--- src/rtl/abl_pkg.sv ---
// Package with shared constants, types and the interpolation unit interface types.
package abl_pkg;

  localparam int unsigned MaxAngles  = 32;
  localparam int unsigned MaxRadii   = 32;
  localparam int unsigned TableDepth = (MaxRadii + 1) * MaxAngles;
  localparam int unsigned AddrW      = $clog2(TableDepth);
  localparam int unsigned RadAddrW   = $clog2(MaxRadii);
  localparam int unsigned AngIdxW    = $clog2(MaxAngles);
  localparam int unsigned RadIdxW    = $clog2(MaxRadii);
  localparam logic [15:0] DegScale   = 16'd58671;

  typedef enum logic [1:0] {
    ActWriteTable  = 2'd0,
    ActWriteRadius = 2'd1,
    ActEvaluate    = 2'd2,
    ActUnused      = 2'd3
  } action_e;

  typedef enum logic [1:0] {
    RegionBelow  = 2'd0,
    RegionInside = 2'd1,
    RegionAbove  = 2'd2,
    RegionNone   = 2'd3
  } region_e;

  localparam logic [0:0] CfgAngleCount  = 1'b0;
  localparam logic [0:0] CfgRadiusCount = 1'b1;

  // Request and response of the shared interpolation unit.
  typedef struct packed {
    logic        start;
    logic [15:0] x0;
    logic [15:0] x1;
    logic [15:0] x;
    logic [15:0] y0;
    logic [15:0] y1;
  } lerp_req_t;

  typedef struct packed {
    logic        done;
    logic [15:0] y;
  } lerp_rsp_t;

endpackage

--- src/rtl/abl_lerp.sv ---
// Multi-cycle linear interpolation unit with a restoring bit-serial divider.
module abl_lerp (
  input  logic               clk_i,
  input  logic               rst_ni,
  input  abl_pkg::lerp_req_t req_i,
  output abl_pkg::lerp_rsp_t rsp_o
);
  import abl_pkg::*;

  typedef enum logic [1:0] {
    LIdle,
    LMul,
    LDiv
  } lstate_e;

  lstate_e     state_q;
  logic [4:0]  cnt_q;
  logic [15:0] y0_q;
  logic        neg_q;
  logic [15:0] dy_q;
  logic [15:0] dx_q;
  logic [15:0] den_q;
  logic [31:0] num_q;
  logic [16:0] rem_q;
  logic [31:0] quo_q;
  logic        done_q;
  logic [15:0] res_q;

  logic [15:0] xc;
  logic        neg;
  logic [16:0] rem_sh;
  logic [16:0] rem_sub;
  logic [15:0] qmag;

  always_comb begin
    if (req_i.x < req_i.x0) begin
      xc = req_i.x0;
    end else if (req_i.x > req_i.x1) begin
      xc = req_i.x1;
    end else begin
      xc = req_i.x;
    end
    neg     = req_i.y1 < req_i.y0;
    rem_sh  = {rem_q[15:0], num_q[31]};
    rem_sub = rem_sh - {1'b0, den_q};
    // The quotient never exceeds |y1 - y0|, so 16 bits suffice.
    qmag    = quo_q[15:0];
  end

  always_ff @(posedge clk_i or negedge rst_ni) begin
    if (!rst_ni) begin
      state_q <= LIdle;
      cnt_q   <= '0;
      done_q  <= 1'b0;
    end else begin
      done_q <= 1'b0;
      case (state_q)
        LIdle: begin
          if (req_i.start) begin
            y0_q <= req_i.y0;
            if (req_i.x1 <= req_i.x0) begin
              res_q  <= req_i.y0;
              done_q <= 1'b1;
            end else begin
              neg_q   <= neg;
              dy_q    <= neg ? req_i.y0 - req_i.y1 : req_i.y1 - req_i.y0;
              dx_q    <= xc - req_i.x0;
              den_q   <= req_i.x1 - req_i.x0;
              state_q <= LMul;
            end
          end
        end
        LMul: begin
          num_q   <= 32'(dy_q) * 32'(dx_q);
          rem_q   <= '0;
          quo_q   <= '0;
          cnt_q   <= '0;
          state_q <= LDiv;
        end
        LDiv: begin
          num_q <= {num_q[30:0], 1'b0};
          if (!rem_sub[16]) begin
            rem_q <= rem_sub;
            quo_q <= {quo_q[30:0], 1'b1};
          end else begin
            rem_q <= rem_sh;
            quo_q <= {quo_q[30:0], 1'b0};
          end
          cnt_q <= cnt_q + 5'd1;
          if (cnt_q == 5'd31) begin
            state_q <= LIdle;
          end
        end
        default: state_q <= LIdle;
      endcase
    end
  end

  // The final quotient is available the cycle after the last divide step.
  logic fin_q;
  always_ff @(posedge clk_i or negedge rst_ni) begin
    if (!rst_ni) begin
      fin_q <= 1'b0;
    end else begin
      fin_q <= (state_q == LDiv) && (cnt_q == 5'd31);
    end
  end

  assign rsp_o.done = done_q | fin_q;
  assign rsp_o.y    = fin_q ? (neg_q ? y0_q - qmag : y0_q + qmag) : res_q;

endmodule
--- config.mk ---
export PLATFORM = sky130hd
export DESIGN_NAME = abl_lerp
export DESIGN_NICKNAME = d
export VERILOG_FILES = /design/src/rtl/abl_pkg.sv /design/src/rtl/abl_lerp.sv
export SDC_FILE = /design/constraint.sdc
export NUM_CORES = 1
export LEC_CHECK = 0
export ABC_AREA = 1
export BUFFER_PORTS_ARGS = -buffer_cell sky130_fd_sc_hd__buf_2
export CORE_AREA = 5 5 203 205
export CTS_CLUSTER_DIAMETER = 100
export DETAILED_ROUTE_END_ITERATION = 10
export DIE_AREA = 0 0 208 210
export GPL_TIMING_DRIVEN = 0
export PLACE_DENSITY = 0.8
export SLEW_MARGIN = 20
export SYNTH_ARGS = -nofsm -noshare
export SYNTH_HDL_FRONTEND = slang
export SYNTH_SLANG_ARGS = --single-unit
--- constraint.sdc ---
create_clock -name clk_i -period 8.55 [get_ports clk_i]
set_input_delay 0.4275 -clock clk_i [delete_from_list [all_inputs] [get_ports clk_i]]
set_output_delay 0.4275 -clock clk_i [all_outputs]
set_load 0.005 [all_outputs]
**After elaboration in Yosys (flattened, before gate mapping)**

Index checks and enable logic that the tools add are counted.

- Bits of input ports: 83
- Flip-flop bits (word level): 154
- Word-level logic and storage cells: 60
- Output and inout port bits: 17

- Add/sub/neg operators: 8
- Reductions and logical operators: 8
- $lt $le $gt $ge: 4
- Mux-type cells: 18
- Bitwise gates (word level): 2
- Multiply operators: 1
- Equal/unequal tests: 6

Operators by type and width:

| kind | number |
|---|---|
| $mux 16 | 6 |
| $sub 16x16->16 | 5 |
| $pmux 16 s2 | 2 |
| $pmux 32 s2 | 1 |
| $lt 16x16->1 | 2 |
| $mul 16x16->32 | 1 |
| $sub 17x16->17 | 1 |
| $add 16x16->16 | 1 |
| $gt 16x16->1 | 1 |
| $le 16x16->1 | 1 |
| $pmux 5 s2 | 1 |
| $reduce_and 4->1 | 2 |
| $mux 2 | 3 |
| $ne 2x2->1 const B | 3 |
| $pmux 2 s3 | 1 |
| $reduce_and 3->1 | 2 |
| $add 5x1->5 const B | 1 |
| $eq 5x5->1 const B | 1 |
| $mux 1 | 4 |
| $eq 2x1->1 const B | 1 |
| $eq 2x2->1 const B | 1 |
| $logic_not 2->1 | 1 |
| $reduce_and 2->1 | 1 |
| $reduce_bool 2->1 | 1 |
| 3 further kinds | 3 |

**Longest topological paths before layout**

- Depth in word-level cells: 4
- Depth in mapped cells: 26
- Depth with buffers taken out: 25

**Least setup slack after synthesis**

Ideal clock, no wire load.

- Kind: input-to-reg
- Start: input port req_i[48] (netlist name)
- End: register den_q[0] (enable)
- Cell stages on the path: 11
- Slack: 1.506 ns
- Data required time: 7.973 ns
- Data arrival time: 6.467 ns
- Cell sequence: inv_1 ha_1 fa_1 nand3b_1 nand2_1 a21oi_1 o21ai_1 nand2_1 nand2_1 nand2_1 nor4_1

- Cells in the longest elaborated chain, start to end: 3

RTL lines:

| item | RTL line | source |
|---|---|---|
| start: declaration | abl_lerp.sv:5 | `input abl_pkg::lerp_req_t req_i,` |
| $le 16x16->1 | abl_lerp.sv:61 | `if (req_i.x1 <= req_i.x0) begin` |
| $not 1->1 (no source line) | n/a |  |
| $reduce_and 4->1 (no source line) | n/a |  |
| end signal: assignment | abl_lerp.sv:68 | `den_q <= req_i.x1 - req_i.x0;` |
| end: declaration | abl_lerp.sv:22 | `logic [15:0] den_q;` |

Every way passes these cells.
A chain may end at the register's enable or synchronous reset.

**Worst setup path in the final report**

- Start: register dy_q[10]
- End: register num_q[14] (data pin)

- Cells in the longest elaborated chain, start to end: 2

RTL lines:

| item | RTL line | source |
|---|---|---|
| start: declaration | abl_lerp.sv:20 | `logic [15:0] dy_q;` |
| start signal: assignment | abl_lerp.sv:66 | `dy_q <= neg ? req_i.y0 - req_i.y1 : req_i.y1 - req_i.y0;` |
| $mul 16x16->32 | abl_lerp.sv:74 | `num_q <= 32'(dy_q) * 32'(dx_q);` |
| $pmux 32 s2 | abl_lerp.sv:57 | `case (state_q)` |
| end signal: assignment | abl_lerp.sv:74 |  |
| end signal: assignment | abl_lerp.sv:81 | `num_q <= {num_q[30:0], 1'b0};` |
| end: declaration | abl_lerp.sv:23 | `logic [31:0] num_q;` |

Every way passes these cells.

==> impl.org <==
** STA
- Final setup viols :: 0
- Setup total negative slack on the finished layout was measured at 0 ps.
- For this run, the top clock speed supported by timing is 0.1420 GHz.
- Worst clock skew :: 11.57 ps
- The routed design could run at a clock period as short as between 7000 and 8000 ps.
- Share of the clock period used by the worst path after layout :: between 80% and 90%
- Worst-Margin Slew :: 809.5 ps
- The max-slew violation total from the final report came to 0.
- Worst Hold Slack :: 210.2 ps
- Crit path setup slack, layout :: 1506 ps
- Number of hold violations in the final report :: 0
- The worst pin sits at a relative slew slack of 46.03%.
- Setup repair after global routing left no endpoint under its margin.

** Logic synthesis
- Gate count after technology mapping :: 2755
- The average instance in the mapped netlist occupies 7.679 um2.
- The number of nets in the synthesized netlist is between 3000 and 4000.
- Of the synthesized area, sequential elements account for between 20 and 25%.
- Register bit total from synthesis :: 154
- The synthesized netlist occupies a cell area of 21160 um2.
- During synthesis, Yosys emitted a total of 0 warnings.
- After synthesis, the netlist uses 56 different library cells.

** Worst setup path
- The setup check on the worst reg-to-reg path leaves a slack of approximately 1500 ps.
- Series of cell instances along the critical path :: clkbuf_1 > clkbuf_1 > nand2_1 > fa_1 > fa_1 > fa_1 > inv_1 > fa_1 > fa_1 > inv_1 > fa_1 > inv_1 > ha_1 > a21oi_1 > a21boi_0 > nand3_1 > or2_2 > nand3_1 > nand2_1
- The slowest stage of the critical path is the sky130_fd_sc_hd__clkbuf_1 cell.
- The worst setup path is captured at a register.
- Gate family responsible for the most delay along the worst path :: adder cells
- Data on the critical path is required at its endpoint by 8760 ps.
- Count of buffer and inverter cells on the critical path :: 5
- Crit path top cell by count :: sky130_fd_sc_hd__fa_1
- Startpoint of the most critical register-to-register path :: dy_q[10]
- The number of cells on the worst reg-to-reg path is 19.
- Crit path arrival time :: 7250 ps
- Reg2Reg Capture Point :: num_q[14]
- In this design, the stage delay of the slowest critical-path cell is 590 ps.
- Max Fanout on Critical Path :: 10
- By startpoint and endpoint, the worst setup path is classified as reg2reg.
- STA classifies the critical path startpoint as a register.

** CTS
- Clock input transition at the sequential cells of the worst setup and hold paths :: 70 ps
- Clock tree synthesis selected as its root buffer the cell sky130_fd_sc_hd__clkbuf_16.
- Once the clock tree was built, the setup fixing pass inserted 0 buffers.
- The H-tree generated during clock tree synthesis spans 4 levels.
- For the worst-skew pair, the clock arrives at the later sink with an insertion delay of between 400 and 500 ps.
- Post-cts repair resize count :: 0
- TritonCTS built the clock tree.
- The clock passes through at most 2 buffers.
- Counting the buffers created by CTS gives 17.
- Post-CTS Hold Fix Bufs :: 1
- Number of clock sinks :: 154

** Detailed routing
- Detailed routing placed a total of between 20 and 30 mm of wire on met2.
- Number of antenna-violating nets in the routed design :: 0
- Drt first-iter violations :: 1517
- Across all layers, the routed design uses 18370 vias.
- Summed over all nets, wire length on met3 after detailed routing comes to 3.991 mm.
- Summed over all layers, the routed wires come to about 58 mm.
- The first detailed-routing pass took 5 iterations.
- For this block, wires on met1 add up to 25.13 mm.
- Uppermost routed layer :: met5
- Dividing the detail-routed via count by the number of cells gives 5.364.
- Drt wl/cell :: 16.98 um
- DRC violation count after routing :: 0

** Placed design
- Half-perimeter wire length after placement :: 48.71 mm
- Routability-driven placement finished with a final weighted congestion of between 0.9 and 1.
- Buffers placed on the I/O ports in this run total 99.
- Post-Place Worst Slack :: about 1700 ps

** Outcome
- The flow ran to the end, and the final reports show no timing, DRC or antenna violations.

** Global route
- The first global-routing pass estimated roughly 93 mm of wire.
- The via count of the first global-routing pass is between 15000 and 20000.
- Maximum number of pins on one net before global-route repair :: 38
- Total global-route track usage :: 26.45%
- Overflow left after global routing :: 0
- The initial antenna violation count came to 4.

** Finish
- Final core area utilization :: 58.77%
- Number of nets in the final layout :: 3403
- Fraction of final layout cells sized beyond drive strength 1 :: under 10%
- Most common cell after layout, fill and taps aside :: sky130_fd_sc_hd__nand2_1
- Most used cells in the layout excluding fill and tap cells :: sky130_fd_sc_hd__nand2_1, sky130_fd_sc_hd__inv_1, sky130_fd_sc_hd__ha_1
- Compared with the post-synthesis result, the final layout area differs by 9.101%.

** Floorplan
- Number of ports placed on the die boundary :: 100
- In this run the standard cell core region covers 39280 um2.
- The initialized floorplan defines 73 standard-cell rows.
- The die covers around 44000 um2.
- Once the floorplan was initialized, standard cells occupied 53.87% of the core.
- In this run the horizontal extent of the chip is 208 um.
- The die is about 210 um tall.

** Worst hold path
- The path class of the tightest hold or removal check is in2reg.
- Hold endpoint :: res_q[8]
- Along the worst hold path, the cell count comes to 1.
- In this run the most critical hold path is launched from req_i[24].

** Run
- The tool flagged a number of max-cap violations equal to 0.
-- cell families (layout without fill, tap and decap cells) --
kind of cell / Yosys count / count (layout) / share of synthesized area [%]
AND/OR/NAND/NOR: 1049 / 1049 / 20.34
other: 0 / 2 / 0
flip-flops: 154 / 154 / 21.65
AO/OA/AOI/OAI: 319 / 319 / 8.575
XOR/XNOR: 93 / 93 / 3.850
adder cells (fa/ha/maj): 434 / 434 / 32.76
buffers and inverters: 706 / 848 / 12.82
-- cells in the mapped netlist, drive strengths merged --
master,count,share of area (%)
nand2b,1,0.030
o21bai,13,0.48
a211oi,3,0.13
buf,13,0.48
o211ai,3,0.11
edfxtp,145,21
a31oi,11,0.33
o21ai,112,2.7
xnor2,20,0.83
inv,606,11
nor2,157,2.9
nor4,4,0.12
nand4,25,0.74
a21boi,10,0.46
clkinv,1,0.018
dfrtp,9,1.1
o31ai,4,0.14
a21oi,147,3.6
nand3b,7,0.25
ha,234,14
clkbuf,86,1.6
a21o,13,0.47
nand3,90,2.2
nand2,722,13
or2,11,0.33
fa,200,19
xor2,73,3.0
nor3b,1,0.035
and3,1,0.030
nor3,30,0.79
o21a,3,0.11
-- cell type report --
type	count	area, um2
multi-input cells	1895	13880
plain buffers	99	431.7
inverters	607	2283
diodes	2	5.005
well taps	525	656.9
repair buffers	112	593.1
clock buffers	18	429.2
fillers	3653	16190
clock inverters	12	222.7
flip-flops and latches	154	4579
-- per-stage QoR --
stage | instances | cell area, um2
after CTS | 3422 | 23080
final | 3424 | 23080
after detailed placement | 3391 | 22420
after floorplan | 2755 | 21160
after global routing | 3424 | 23080
after global placement | 3379 | 22310
-- worst reg2reg max path: stages, from the launching register on --
cell	delay, ps
sky130_fd_sc_hd__edfxtp_1	320
sky130_fd_sc_hd__clkbuf_1	550
sky130_fd_sc_hd__clkbuf_1	600
sky130_fd_sc_hd__nand2_1	180
sky130_fd_sc_hd__fa_1	550
sky130_fd_sc_hd__fa_1	470
sky130_fd_sc_hd__fa_1	550
sky130_fd_sc_hd__inv_1	60
sky130_fd_sc_hd__fa_1	440
sky130_fd_sc_hd__fa_1	520
sky130_fd_sc_hd__inv_1	60
sky130_fd_sc_hd__fa_1	530
sky130_fd_sc_hd__inv_1	60
sky130_fd_sc_hd__ha_1	340
sky130_fd_sc_hd__a21oi_1	310
sky130_fd_sc_hd__a21boi_0	480
sky130_fd_sc_hd__nand3_1	310
sky130_fd_sc_hd__or2_2	350
sky130_fd_sc_hd__nand3_1	90
sky130_fd_sc_hd__nand2_1	60
-- registers in the layout, indices dropped and copies added (netlist names) --
signal / count
state_q: 2
cnt_q: 5
dx_q: 16
rem_q: 16
done_q: 1
res_q: 16
den_q: 16
fin_q: 1
dy_q: 16
quo_q: 16
num_q: 32
y0_q: 16
neg_q: 1
-- how the worst max path moves through the flow --
stage | from | to | cells after the start
after floorplan | req_i[48] | den_q[0] | 11
after global placement | req_i[48] | neg_q | 12
after detailed placement | dy_q[10] | num_q[14] | 19
after CTS | dy_q[10] | num_q[14] | 19
after global routing | dy_q[10] | num_q[14] | 19
final | dy_q[10] | num_q[14] | 19
-- metal layers --
layer	GRT usage, %	vias up
met2	43.82	626
met4	7.860	4
met1	36.36	8854
li1	-	8776
met3	4.108	108
met5	0	-
Power is left out: the tool's default activity adds up to more than one toggle a clock period on the data nets, which glitch-free logic cannot reach.
